<file path="config.mk">
export PLATFORM = sky130hd
export DESIGN_NAME = mlpf_front
export DESIGN_NICKNAME = d
export VERILOG_FILES = /design/src/hw/rtl/mlpf_pkg.sv /design/src/hw/rtl/mlpf_front.sv
export SDC_FILE = /design/constraint.sdc
export NUM_CORES = 1
export LEC_CHECK = 0
export BUFFER_PORTS_ARGS = -buffer_cell sky130_fd_sc_hd__buf_2
export CAP_MARGIN = 10
export CELL_PAD_IN_SITES_DETAIL_PLACEMENT = 1
export CELL_PAD_IN_SITES_GLOBAL_PLACEMENT = 2
export CORE_MARGIN = 10
export CORE_UTILIZATION = 28
export DETAILED_ROUTE_END_ITERATION = 8
export PLACE_DENSITY = 0.88
export SYNTH_ARGS = -nofsm -noshare
export SYNTH_HDL_FRONTEND = slang
export SYNTH_SLANG_ARGS = --single-unit
</file>
<file path="constraint.sdc">
create_clock -name clock -period 4.15 [get_ports clock]
set_input_delay 0.2075 -clock clock [delete_from_list [all_inputs] [get_ports clock]]
set_output_delay 0.2075 -clock clock [all_outputs]
set_load 0.01 [all_outputs]
</file>
<file path="src/hw/rtl/mlpf_pkg.sv">
// mlpf_pkg: sizes, transaction types, state codes and arithmetic helpers
// for the mlp forward pass / squared-error block
// no dependencies; used by every file under hw/rtl
package mlpf_pkg;

   // network shape
   localparam int INPUT_COUNT   = 8;
   localparam int LAYER_WIDTH   = 8;
   localparam int HIDDEN_LAYERS = 2;

   // derived sizes
   localparam int MAX_FANIN   = (INPUT_COUNT > LAYER_WIDTH) ? INPUT_COUNT : LAYER_WIDTH;
   localparam int CNT_W       = $clog2(MAX_FANIN + 1);
   localparam int BUF_IDX_W   = (INPUT_COUNT > 1) ? $clog2(INPUT_COUNT) : 1;
   localparam int BUF_DEPTH   = 2 * (2 ** BUF_IDX_W);
   localparam int ACT_DEPTH   = (HIDDEN_LAYERS * LAYER_WIDTH > 1) ?
                                HIDDEN_LAYERS * LAYER_WIDTH : 2;
   localparam int ACT_ADDR_W  = $clog2(ACT_DEPTH);
   localparam int LAYER_W     = (HIDDEN_LAYERS > 0) ? $clog2(HIDDEN_LAYERS + 1) : 1;
   localparam int PROD_W      = 48;
   localparam int ACC_W       = PROD_W + CNT_W;

   localparam logic [CNT_W-1:0]      IN_COUNT_C = CNT_W'(INPUT_COUNT);
   localparam logic [CNT_W-1:0]      IN_LAST    = CNT_W'(INPUT_COUNT - 1);
   localparam logic [CNT_W-1:0]      HID_LAST   = CNT_W'(LAYER_WIDTH - 1);
   localparam logic [LAYER_W-1:0]    OUT_LAYER  = LAYER_W'(HIDDEN_LAYERS);
   localparam logic [ACT_ADDR_W-1:0] ACT_STRIDE = ACT_ADDR_W'(LAYER_WIDTH);

   // weight pattern position (index mod 5) steps
   localparam logic [2:0] COL_STEP     = 3'(LAYER_WIDTH % 5);
   localparam logic [2:0] IN_OFF_STEP  = 3'((INPUT_COUNT * LAYER_WIDTH) % 5);
   localparam logic [2:0] HID_OFF_STEP = 3'((LAYER_WIDTH * LAYER_WIDTH) % 5);

   localparam logic [32:0] SQ_LIMIT = 33'd3037000499;
   localparam logic [62:0] SQ_MAX   = {63{1'b1}};

   typedef struct packed {
      logic signed [15:0] x_element;
      logic               last_element;
   } req_type;

   typedef struct packed {
      logic signed [31:0] target_value;
      logic signed [31:0] predicted_value;
      logic [62:0]        squared_error;
      logic               length_error;
   } rsp_type;

   // one closed vector handed from front to back
   typedef struct packed {
      logic signed [31:0] target;
      logic [CNT_W-1:0]   count;
      logic               length_error;
      logic               bank;
   } job_type;

   typedef struct packed {
      logic    valid;
      job_type job;
   } job_msg_type;

   typedef struct packed {
      logic                 en;
      logic [BUF_IDX_W:0]   addr;
      logic signed [15:0]   data;
   } buf_wr_type;

   typedef enum logic [2:0] {
      BK_IDLE,
      BK_RUN,
      BK_DRAIN,
      BK_DIFF,
      BK_SQUARE,
      BK_DONE
   } back_state_type;

   function automatic logic [2:0] add_mod5(input logic [2:0] a, input logic [2:0] b);
      logic [3:0] s;
      s = {1'b0, a} + {1'b0, b};
      if (s >= 4'd5) begin
         s = s - 4'd5;
      end
      return s[2:0];
   endfunction

   // pattern -0.2,-0.1,0,0.1,0.2 in q1.15
   function automatic logic signed [15:0] weight_of(input logic [2:0] r);
      logic signed [15:0] w;
      case (r)
         3'd0:    w = -16'sd6554;
         3'd1:    w = -16'sd3277;
         3'd2:    w = 16'sd0;
         3'd3:    w = 16'sd3277;
         3'd4:    w = 16'sd6554;
         default: w = 16'sd0;
      endcase
      return w;
   endfunction

   function automatic logic signed [31:0] sat32(input logic signed [32:0] v);
      logic signed [31:0] r;
      if (v[32] != v[31]) begin
         r = v[32] ? 32'sh8000_0000 : 32'sh7fff_ffff;
      end else begin
         r = v[31:0];
      end
      return r;
   endfunction

   // round half up to q16.16 (floor shift by 15) and saturate
   function automatic logic signed [31:0] round_sat(input logic signed [ACC_W-1:0] acc);
      logic signed [ACC_W:0] v;
      logic signed [ACC_W:0] q;
      logic signed [31:0]    r;
      v = {acc[ACC_W-1], acc} + (ACC_W+1)'(16384);
      q = v >>> 15;
      if ((&q[ACC_W:31]) || !(|q[ACC_W:31])) begin
         r = q[31:0];
      end else begin
         r = q[ACC_W] ? 32'sh8000_0000 : 32'sh7fff_ffff;
      end
      return r;
   endfunction

endpackage

</file>
<file path="src/hw/rtl/mlpf_front.sv">
// mlpf_front: accepts input elements, keeps the target sum and element count,
// writes the input buffer and hands closed vectors to the job queue
// depends on mlpf_pkg
module mlpf_front (
   input  logic                 clock,
   input  logic                 reset,
   input  logic                 req_valid,
   output logic                 req_ready,
   input  mlpf_pkg::req_type    req_data,
   input  logic                 queue_full,
   output mlpf_pkg::job_msg_type push,
   output mlpf_pkg::buf_wr_type  buf_wr
);

   logic [mlpf_pkg::CNT_W-1:0] cnt_ff, cnt_in;
   logic signed [31:0]         target_ff, target_in;
   logic                       ovf_ff, ovf_in;
   logic                       bank_ff, bank_in;

   logic                       accept;
   logic                       take;
   logic signed [20:0]         scaled;
   logic signed [20:0]         term;
   logic signed [31:0]         target_new;
   logic [mlpf_pkg::CNT_W-1:0] cnt_new;

   assign req_ready = !queue_full;
   assign accept    = req_valid && req_ready;
   assign take      = cnt_ff < mlpf_pkg::IN_COUNT_C;

   always_comb begin
      scaled     = {req_data.x_element[15], req_data.x_element, 4'b0000};
      term       = cnt_ff[0] ? -scaled : scaled;
      target_new = mlpf_pkg::sat32({target_ff[31], target_ff} + {{12{term[20]}}, term});
      cnt_new    = take ? cnt_ff + 1'b1 : cnt_ff;
   end

   always_comb begin
      cnt_in    = cnt_ff;
      target_in = target_ff;
      ovf_in    = ovf_ff;
      bank_in   = bank_ff;
      if (accept) begin
         if (req_data.last_element) begin
            cnt_in    = '0;
            target_in = '0;
            ovf_in    = 1'b0;
            bank_in   = !bank_ff;
         end else begin
            cnt_in    = cnt_new;
            target_in = take ? target_new : target_ff;
            ovf_in    = ovf_ff || !take;
         end
      end
   end

   always_comb begin
      push.valid            = accept && req_data.last_element;
      push.job.target       = take ? target_new : target_ff;
      push.job.count        = cnt_new;
      push.job.length_error = ovf_ff || !take || (cnt_new != mlpf_pkg::IN_COUNT_C);
      push.job.bank         = bank_ff;
      buf_wr.en             = accept && take;
      buf_wr.addr           = {bank_ff, cnt_ff[mlpf_pkg::BUF_IDX_W-1:0]};
      buf_wr.data           = req_data.x_element;
   end

   always_ff @(posedge clock) begin
      if (reset) begin
         cnt_ff    <= '0;
         target_ff <= '0;
         ovf_ff    <= 1'b0;
         bank_ff   <= 1'b0;
      end else begin
         cnt_ff    <= cnt_in;
         target_ff <= target_in;
         ovf_ff    <= ovf_in;
         bank_ff   <= bank_in;
      end
   end

endmodule

</file>
==> results of run 1 <==
-- layer usage --
metal  up-vias  share of wire  global-route usage
met4         0          0.030              0.0686
met3        37          0.061              0.0436
met5         -              0                   0
li1       2244              -                   -
met2       131           0.50               0.307
met1      2345           0.40               0.195
-- logic make-up (layout without fill, tap and decap cells) --
group | after synthesis | count (layout)
fa+ha+maj | 32 | 32
mux | 9 | 9
buf+inv | 63 | 223
compound gates | 175 | 175
simple gates | 183 | 183
flops | 38 | 38
xor+xnor | 41 | 41
-- metrics by stage --
| stage | TNS [ps] | instance area (sq um) | instances | hold WS [ps] | setup WS [ps] |
|---|---|---|---|---|---|
| 2_1_floorplan | -1390 | 4190 | 541 | 412 | -119 |
| 3_3_place_gp | -28120 | 5250 | 848 | 469 | -632 |
| 3_5_place_dp | -34970 | 5250 | 848 | 492 | -734 |
| 4_1_cts | -20240 | 5880 | 878 | 181 | -561 |
| 5_1_grt | -35550 | 6080 | 881 | 223 | -775 |
| 6_report | -22650 | 6080 | 881 | 193 | -572 |
-- sequential cells by signal, indices dropped and copies added (netlist names) --
signal and cells:
bank_ff 1, ovf_ff 1, target_ff 32, cnt_ff 4
-- worst max-delay path by stage --
stage / slack [ps] / cells after the start / start / endpoint
CTS: -560 / 22 / req_data[4] / push[8]
finish: -570 / 23 / req_data[4] / push[23]
detailed placement: -730 / 22 / req_data[3] / push[10]
global placement: -630 / 22 / req_data[3] / push[10]
global route: -780 / 22 / req_data[4] / push[32]
floorplan: -120 / 21 / req_data[1] / push[6]
-- area by class of cell --
class,instances,share of cell area
multi-input cells,440,0.540
clock inverters,3,0.00741
clock buffers,5,0.0206
inverters,17,0.0138
repair buffers,198,0.257
flip-flops and latches,38,0.125
well taps,180,0.0370
-- cell usage after synthesis, types with 4 or more instances --
cell      number  area share
mux2i_1        4       0.010
a22oi_1        5      0.0094
o21ai_0       66       0.083
ha_1          31       0.097
nand3_1        8       0.010
xor2_1         8       0.018
o31ai_1        4      0.0075
a41o_1         4       0.010
a32o_1         5       0.013
nor3_1         7      0.0088
buf_4         22       0.041
mux2_2         4       0.011
and3_1         5      0.0078
a31oi_1        6      0.0094
clkbuf_1      18       0.017
nor2_1        49       0.046
dfxtp_1       38        0.19
nor2b_1        7       0.011
inv_1         17       0.016
nand4_1        4      0.0063
a21oi_1       30       0.038
nand2_1       78       0.073
nand2b_1       4      0.0063
xnor2_1       33       0.072
nand3b_1       4      0.0075
a21o_1        20       0.038
-- what timing repair did --
item,4_1_cts,5_1_grt
resized for setup,47,44
gates cloned,5,0
setup buffers,17,6
pin swaps,10,28
setup endpoints to repair,62,64
-- power by group through the flow --
stage	Combinational, mW	Clock, mW	Sequential [mW]
2_1_floorplan	0.396	0	0.397
3_3_place_gp	0.633	0	0.403
3_5_place_dp	0.656	0	0.403
4_1_cts	0.720	0.479	0.395
5_1_grt	0.834	0.491	0.398
6_report	0.768	0.471	0.396
-- critical path, cell delays in order --
cell and delay [ps]:
buf_8 100, nor2_4 110, buf_6 100, nand2_4 40
or4_4 430, nand2b_4 160, or3_4 360, nor4_4 130
nor2_1 60, mux2_4 340, buf_12 170, ha_4 230
a21o_1 170, a221o_1 360, a21oi_2 140, o21ai_2 110
a21o_4 220, a2111oi_4 360, a21oi_4 120, buf_6 170
a21oi_4 140, mux2i_1 90, buf_2 190
==> impl_metrics.ini, run 1 <==
[status]
status = finished, violations left
violations = setup timing

[pwr]
p_seq_frac = 0.242
power_leakage_nw = 2.74
p_int_mw = 1.02
comb_power_share = 0.470
p_total_mw = 1.64
peakVddDrop_mv = 0.152
p_switching_uw = 614
switching_share = 0.375
pwr-share-clk = 0.288
power_density_nw_per_um2 = 269

[placement]
routabilityCongestion = 0.901
port_buffers = 81
place_hpwl_mm = 11.9

[sta]
report.final.slew_viol_count = 0
max_slew_margin = 0.236
setup_ws_ps = -572
fin_crit_ps = 4720
hold_viol_final = 0
period_share = 1.14
skew_ps = 6.28
finalSetupViolations = 60
worst_pin_slew_ps = 1150
rsz0062_at_grt = true
max_freq_mhz = 212

[layout]
area_growth_pct = 52.3
final_common_cell = buf_4
regArea_sq_um = 761
final_cell_mix = 91 x buf_4, 74 x nand2_1, 74 x buf_2
layout-drive-gt1-share = 0.405
multi_input_area_sq_um = 3280
utilization = 0.436
nets = 753
n_fill_cell = 1685
insertedDiodeCount = 0

[clocking]
path_clk_slew_ps = 60
cts_max_level = 2
cts_root_buf = clkbuf_16
clock_latency_ps = 310
cts_tree = yes
cts_sinks = 38
cts-buffers-inserted = 5
clockBufferDepth = 2
ctsHoldBuffers = 0

[floorplanning]
pin_count = 82
start_util = 0.287
die_w_microns = 139
num_rows = 43
core_area_sq_um = 13900
die_h_microns = 139
die_area_sq_um = 19400

[grt]
antenna_found_initial = 0
grt_start_max_net_pins = 27
overflow = 0
grt_pass1_vias = 5240
grt_pass1_wl_mm = 28.2
grt_util_all_layers = 0.174

[route]
drcViolationCount = 0
wl_mm = 17.5
drt_iter0_drc = 262
num_vias = 4757
drt-wirelength-per-cell_microns = 19.9
via_per_inst = 5.40
firstDrtPassIters = 4
postRouteAntennaNets = 0

[critical_path]
crit_required_ps = 3940
r2r_start = cnt_ff[0]
crit_fanout = 6
startpoint_type = input port
r2r_setup_slack_ps = 160
reg2reg_depth = 16
cp-end-kind = primary output
crit_arrival_ps = 4510
crit_type = input port to primary output
r2r_end = target_ff[15]

[synthesis]
ys_async_sr_fraction = 0
synthSimpleGateAreaFrac = 0.211
syn_area_sq_um = 3990
synth_top_family_by_area = compound AO/OA/AOI/OAI gates
synth_xor_area_frac = 0.0899
synth_edf_count = 0
yosysSeqAreaShare = 0.191
synth_compound_area_frac = 0.295
ys_ff_latch = 38
synth_nets = 594
muxShareOfSynthArea = 0.0270
syn_avg_cell_area_sq_um = 7.38
yosysUniqueCellTypes = 66
ys_warn_count = 0
synth-main-ff-cell = dfxtp_1
netlist_instances = 541
synth-adder-area-share = 0.102

[hold_path]
whs_path_depth = 2
min_path_type = input port to register
min_from = reset
holdPathEnd = bank_ff

[job]
timing.max_cap.violations = 0
Note: power is estimated with default switching activity, not from simulation.
==> inputs of run 2 (changes only) <==
--- a/config.mk
+++ b/config.mk
@@ -9,6 +9,7 @@
 export CAP_MARGIN = 10
 export CELL_PAD_IN_SITES_DETAIL_PLACEMENT = 1
 export CELL_PAD_IN_SITES_GLOBAL_PLACEMENT = 2
+export CORE_ASPECT_RATIO = 0.75
 export CORE_MARGIN = 10
 export CORE_UTILIZATION = 28
 export DETAILED_ROUTE_END_ITERATION = 8
==> run 2 against run 1 <==
The flow still finishes with violations (setup timing). Sequential share of layout area decreased by 0.85 points. Critical path depth increased by 1. Non-clock buffer count increased by 28. Hold slack better by 8.1 ps. Utilization grew 3.5 points. Sequential power is essentially flat. Setup slack got worse by 200 ps. Die area grew 0.26%. Critical path type unchanged. Critical endpoint is now push[20]. Largest cell class unchanged.
==> impl_metrics.ini, run 2 (synthesis gave the netlist of run 1 again) <==
[route]
drt-wirelength-per-cell_microns = 20.9
postRouteAntennaNets = 0
drt_iter0_drc = 310
via_per_inst = 5.35
firstDrtPassIters = 4
wl_mm = 19.0
drcViolationCount = 0
num_vias = 4839

[floorplanning]
start_util = 0.288
num_rows = 37
die_area_sq_um = 19500
die_h_microns = 123
die_w_microns = 158
core_area_sq_um = 13800
pin_count = 82

[layout]
largest_reg_flops = 32
multi_input_area_sq_um = 3580
final_common_cell = buf_4
finalNonFillerCells = 905
area_growth_pct = 63.4
utilization = 0.471
nets = 782
insertedDiodeCount = 0
n_fill_cell = 1638
regArea_sq_um = 761
reg_top3 = target_ff: 32 flops, cnt_ff: 4 flops
layout-drive-gt1-share = 0.489
final_cell_mix = 116 x buf_4, 75 x nand2_1, 75 x buf_2
top_register = target_ff
stdcell_area_sq_um = 6530

[pwr]
p_total_mw = 1.70
peakVddDrop_mv = 0.152
power_leakage_nw = 2.95
power_density_nw_per_um2 = 260

[critical_path]
cp_common_cell = buf_6
cp_cell_sequence = buf_6, nor2_4, buf_6, nand2_4, or4_4, nand2b_4, or3_4, buf_4, o31ai_4, xnor2_1, ha_1, and3_4, nand2_2, or4b_4, buf_4, o21ai_4, a21o_4, nand2_1, mux2i_4, buf_6, buf_12, o21ai_4, o21ai_2, buf_2
crit_type = input port to primary output
crit_fanout = 5
startpoint_type = input port
cp-end-kind = primary output
crit_path_top_delay_cell = or4b_4
cpPeakStageDelay_ps = 510
crit_arrival_ps = 4720
cp_top_family = simple AND/OR/NAND/NOR gates
crit_required_ps = 3940
path_buf_inv = 7

[placement]
dpl_cell_area_sq_um = 5300
place_inst = 852
place_hpwl_mm = 12.1
port_buffers = 81
dp_slack_ps = -858
routabilityCongestion = 0.847

[sta]
hold_viol_final = 0
fin_crit_ps = 4930
max_slew_margin = 0.222
finalSetupViolations = 64
worst_pin_slew_ps = 1170
skew_ps = 7.41
rsz0062_at_grt = true
final.setup.tns_ps = -30090
setup_ws_ps = -776
report.final.slew_viol_count = 0
hold_ws_ps = 201
max_freq_mhz = 203
period_share = 1.19

[clocking]
path_clk_slew_ps = 60
clock_latency_ps = 300
cts_root_buf = clkbuf_16
cts_tree = yes
cts_sinks = 38
clockBufferDepth = 2
cts-buffers-inserted = 5
cts_max_level = 2

[status]
violations = setup timing
status = finished, violations left

[grt]
overflow = 0
grt_util_all_layers = 0.170
grt_pass1_wl_mm = 26.8
grt_start_max_net_pins = 46
antenna_found_initial = 0
grt_pass1_vias = 4995

[job]
timing.max_cap.violations = 0

[hold_path]
min_path_type = input port to register
[run 2: cell types whose count changed in the layout (fill, tap and decap cells not counted), moves of 3 or more]
cell,delta
buf_4,+25
a21oi_2,+3
nor2_1,-3
o21ai_4,+4
o21ai_2,+35
nor2_2,-3
o21ai_1,-19
bufbuf_16,-3
nor2_4,+6
o21ai_0,-20
clkbuf_16,+3
[run 2: layout make-up]
cell class,count,area share
clock buffer,7,0.0219
tap,175,0.0336
inverter,17,0.0128
multi-input combinational,441,0.549
sequential,38,0.117
clock inverter,1,0.000767
timing repair buffer,226,0.265
[run 2: layer usage]
layer  track usage  wire, microns  part of all wire  up-vias
li1              -              -                 -     2294
met1         0.216           8020              0.42     2377
met2         0.296           9330              0.49      123
met3        0.0298           1020             0.054       45
met4        0.0350            580             0.031        0
met5             0              0                 0        -
[run 2: path summary, 6_finish.rpt]
path | cells past startpoint | to | from | slack, ps
worst max-delay path | 24 | push[20] | req_data[3] | -780
worst min-delay path | 2 | target_ff[7] | reset | 200
worst max register to register | 17 | target_ff[4] | cnt_ff[0] | 100
worst min register to register | 2 | target_ff[13] | target_ff[13] | 490
[run 2: power by group]
part	switching (mW)	internal, mW	total, mW
clock	0.175	0.239	0.415
sequential	0.0168	0.379	0.396
combinational	0.468	0.419	0.887
[run 2: what timing repair did]
item / in CTS / in global routing
resized for setup: 77 / 94
endpoints found under the setup margin: 63 / 64
hold buffers: 0 / 0
setup buffers: 25 / 19
pin swaps: 30 / 40
gates cloned: 1 / 5
==> inputs of run 3 (changes only) <==
==> constraint.sdc (replaced) <==
create_clock -name clock -period 4.2 [get_ports clock]
set_input_delay 0.21 -clock clock [delete_from_list [all_inputs] [get_ports clock]]
set_output_delay 0.21 -clock clock [all_outputs]
set_load 0.01 [all_outputs]
==> run 3 against run 2 <==
The flow still finishes with violations (setup timing). Register-to-register slack improved by 320 ps. Combinational power shrank 2.8%. Routed wire length fell by 1.4%. Clock skew rose by 3.8 ps. Final area is 0.82% lower. Critical endpoint is now push[15]. Largest cell class unchanged. Largest power group unchanged.
==> impl_metrics.ini, run 3 (synthesis gave the netlist of run 1 again) <==
[route]
via_per_inst = 5.37
firstDrtPassIters = 4
num_vias = 4846
wl_mm = 18.7
drt_iter0_drc = 247
drt-wirelength-per-cell_microns = 20.7
postRouteAntennaNets = 0
drcViolationCount = 0

[sta]
rsz0062_at_grt = true
max_freq_mhz = 202
worst_pin_slew_ps = 1360
finalSetupViolations = 64
hold_viol_final = 0
report.final.slew_viol_count = 0
skew_ps = 11.2
max_slew_margin = 0.0861
fin_crit_ps = 4950
period_share = 1.18
setup_ws_ps = -753

[floorplanning]
pin_count = 82
die_h_microns = 123
num_rows = 37
die_area_sq_um = 19500
core_area_sq_um = 13800
start_util = 0.288
die_w_microns = 158

[grt]
antenna_found_initial = 0
grt_pass1_vias = 5416
grt_util_all_layers = 0.182
grt_pass1_wl_mm = 28.3
grt_start_max_net_pins = 46
overflow = 0

[hold_path]
whs_path_depth = 2
min_from = reset
min_path_type = input port to register

[layout]
final_common_cell = buf_4
largest_reg_flops = 32
nets = 778
final_cell_mix = 116 x buf_4, 75 x buf_2, 74 x nand2_1
top_register = target_ff
layout-drive-gt1-share = 0.468
stdcell_area_sq_um = 6470
area_growth_pct = 62.1
reg_top3 = target_ff: 32 flops, cnt_ff: 4 flops

[pwr]
p_seq_frac = 0.228
p_total_mw = 1.71
p_int_mw = 1.06
power_density_nw_per_um2 = 265
peakVddDrop_mv = 0.157
power_leakage_nw = 2.92
p_switching_uw = 651
switching_share = 0.380
comb_power_share = 0.503
pwr-share-clk = 0.268

[placement]
routabilityCongestion = 0.902
dpl_cell_area_sq_um = 5260
place_hpwl_mm = 12.4
port_buffers = 81

[critical_path]
crit_arrival_ps = 4740
cp-end-kind = primary output
crit_fanout = 7
startpoint_type = input port
crit_required_ps = 3990
reg2reg_depth = 17
startpoint = req_data[4]
crit_type = input port to primary output
r2r_start = cnt_ff[0]

[clocking]
ctsHoldBuffers = 0
clock_latency_ps = 300
path_clk_slew_ps = 70
cts_max_level = 2
cts-buffers-inserted = 5
cts_tree = yes
cts_root_buf = clkbuf_16
clockBufferDepth = 2
cts_sinks = 38

[status]
status = finished, violations left
violations = setup timing

[job]
timing.max_cap.violations = 0
run 3: layer usage:
| layer | up-vias | GRT usage | wire (microns) |
|---|---|---|---|
| met4 | 0 | 0.0670 | 537 |
| met5 | - | 0 | 0 |
| met2 | 111 | 0.328 | 9420 |
| li1 | 2293 | - | - |
| met3 | 37 | 0.0357 | 761 |
| met1 | 2405 | 0.211 | 7960 |
run 3: final cells by class:
| class | count | area [sq um] |
|---|---|---|
| sequential | 38 | 761 |
| clock inverter | 3 | 40.0 |
| fill | 1657 | 7370 |
| tap | 175 | 219 |
| multi-input combinational | 440 | 3510 |
| antenna | 1 | 2.50 |
| timing repair buffer | 223 | 1730 |
| clock buffer | 5 | 125 |
| inverter | 17 | 83.8 |
run 3: power groups by stage:
stage | combinational (mW) | clock [mW] | sequential [mW]
final | 0.862 | 0.460 | 0.391
after global routing | 0.932 | 0.480 | 0.392
after CTS | 0.807 | 0.461 | 0.390
after detailed placement | 0.663 | 0 | 0.398
after global placement | 0.638 | 0 | 0.397
after floorplan | 0.386 | 0 | 0.393
run 3: path summary, 6_finish.rpt:
path                         to  slack, ps
setup / recovery       push[15]       -750
hold / removal     target_ff[7]        200
setup reg to reg  target_ff[28]        420
hold reg to reg   target_ff[19]        480
run 3: timing repair:
action                                 CTS  global route
buffers inserted                        29            11
setup endpoints to repair               64            63
pin swaps                               49            24
endpoints found under the hold margin    0             0
resized for setup                      142            36
cloned                                   4             0
run 3: critical path: stages:
cell      delay (ps)
buf_6            100
nor2_4           110
buf_6            110
nand2_4           40
or4_4            500
nand2b_4         160
or3_4            400
nor4_4           130
nor2_1            80
mux2_4           330
buf_12           170
ha_4             250
and3_4           140
a221o_1          380
a21oi_2          180
o21ai_2          100
a21oi_4          230
nand2b_1         140
mux2i_4          200
buf_6            190
buf_12           160
nor2_4            50
o21ai_2          170
buf_2            160
run 3: per-stage QoR:
stage | hold WS (ps) | setup WS, ps | setup TNS (ps) | util | std cells
after global routing | 213 | -912 | -41660 | 0.467 | 901
after floorplan | 414 | -73.9 | -383 | - | 541
after detailed placement | 491 | -769 | -37640 | 0.380 | 850
after CTS | 187 | -546 | -19170 | 0.450 | 891
after global placement | 466 | -617 | -27740 | 0.380 | 850
final | 201 | -753 | -32980 | 0.468 | 902
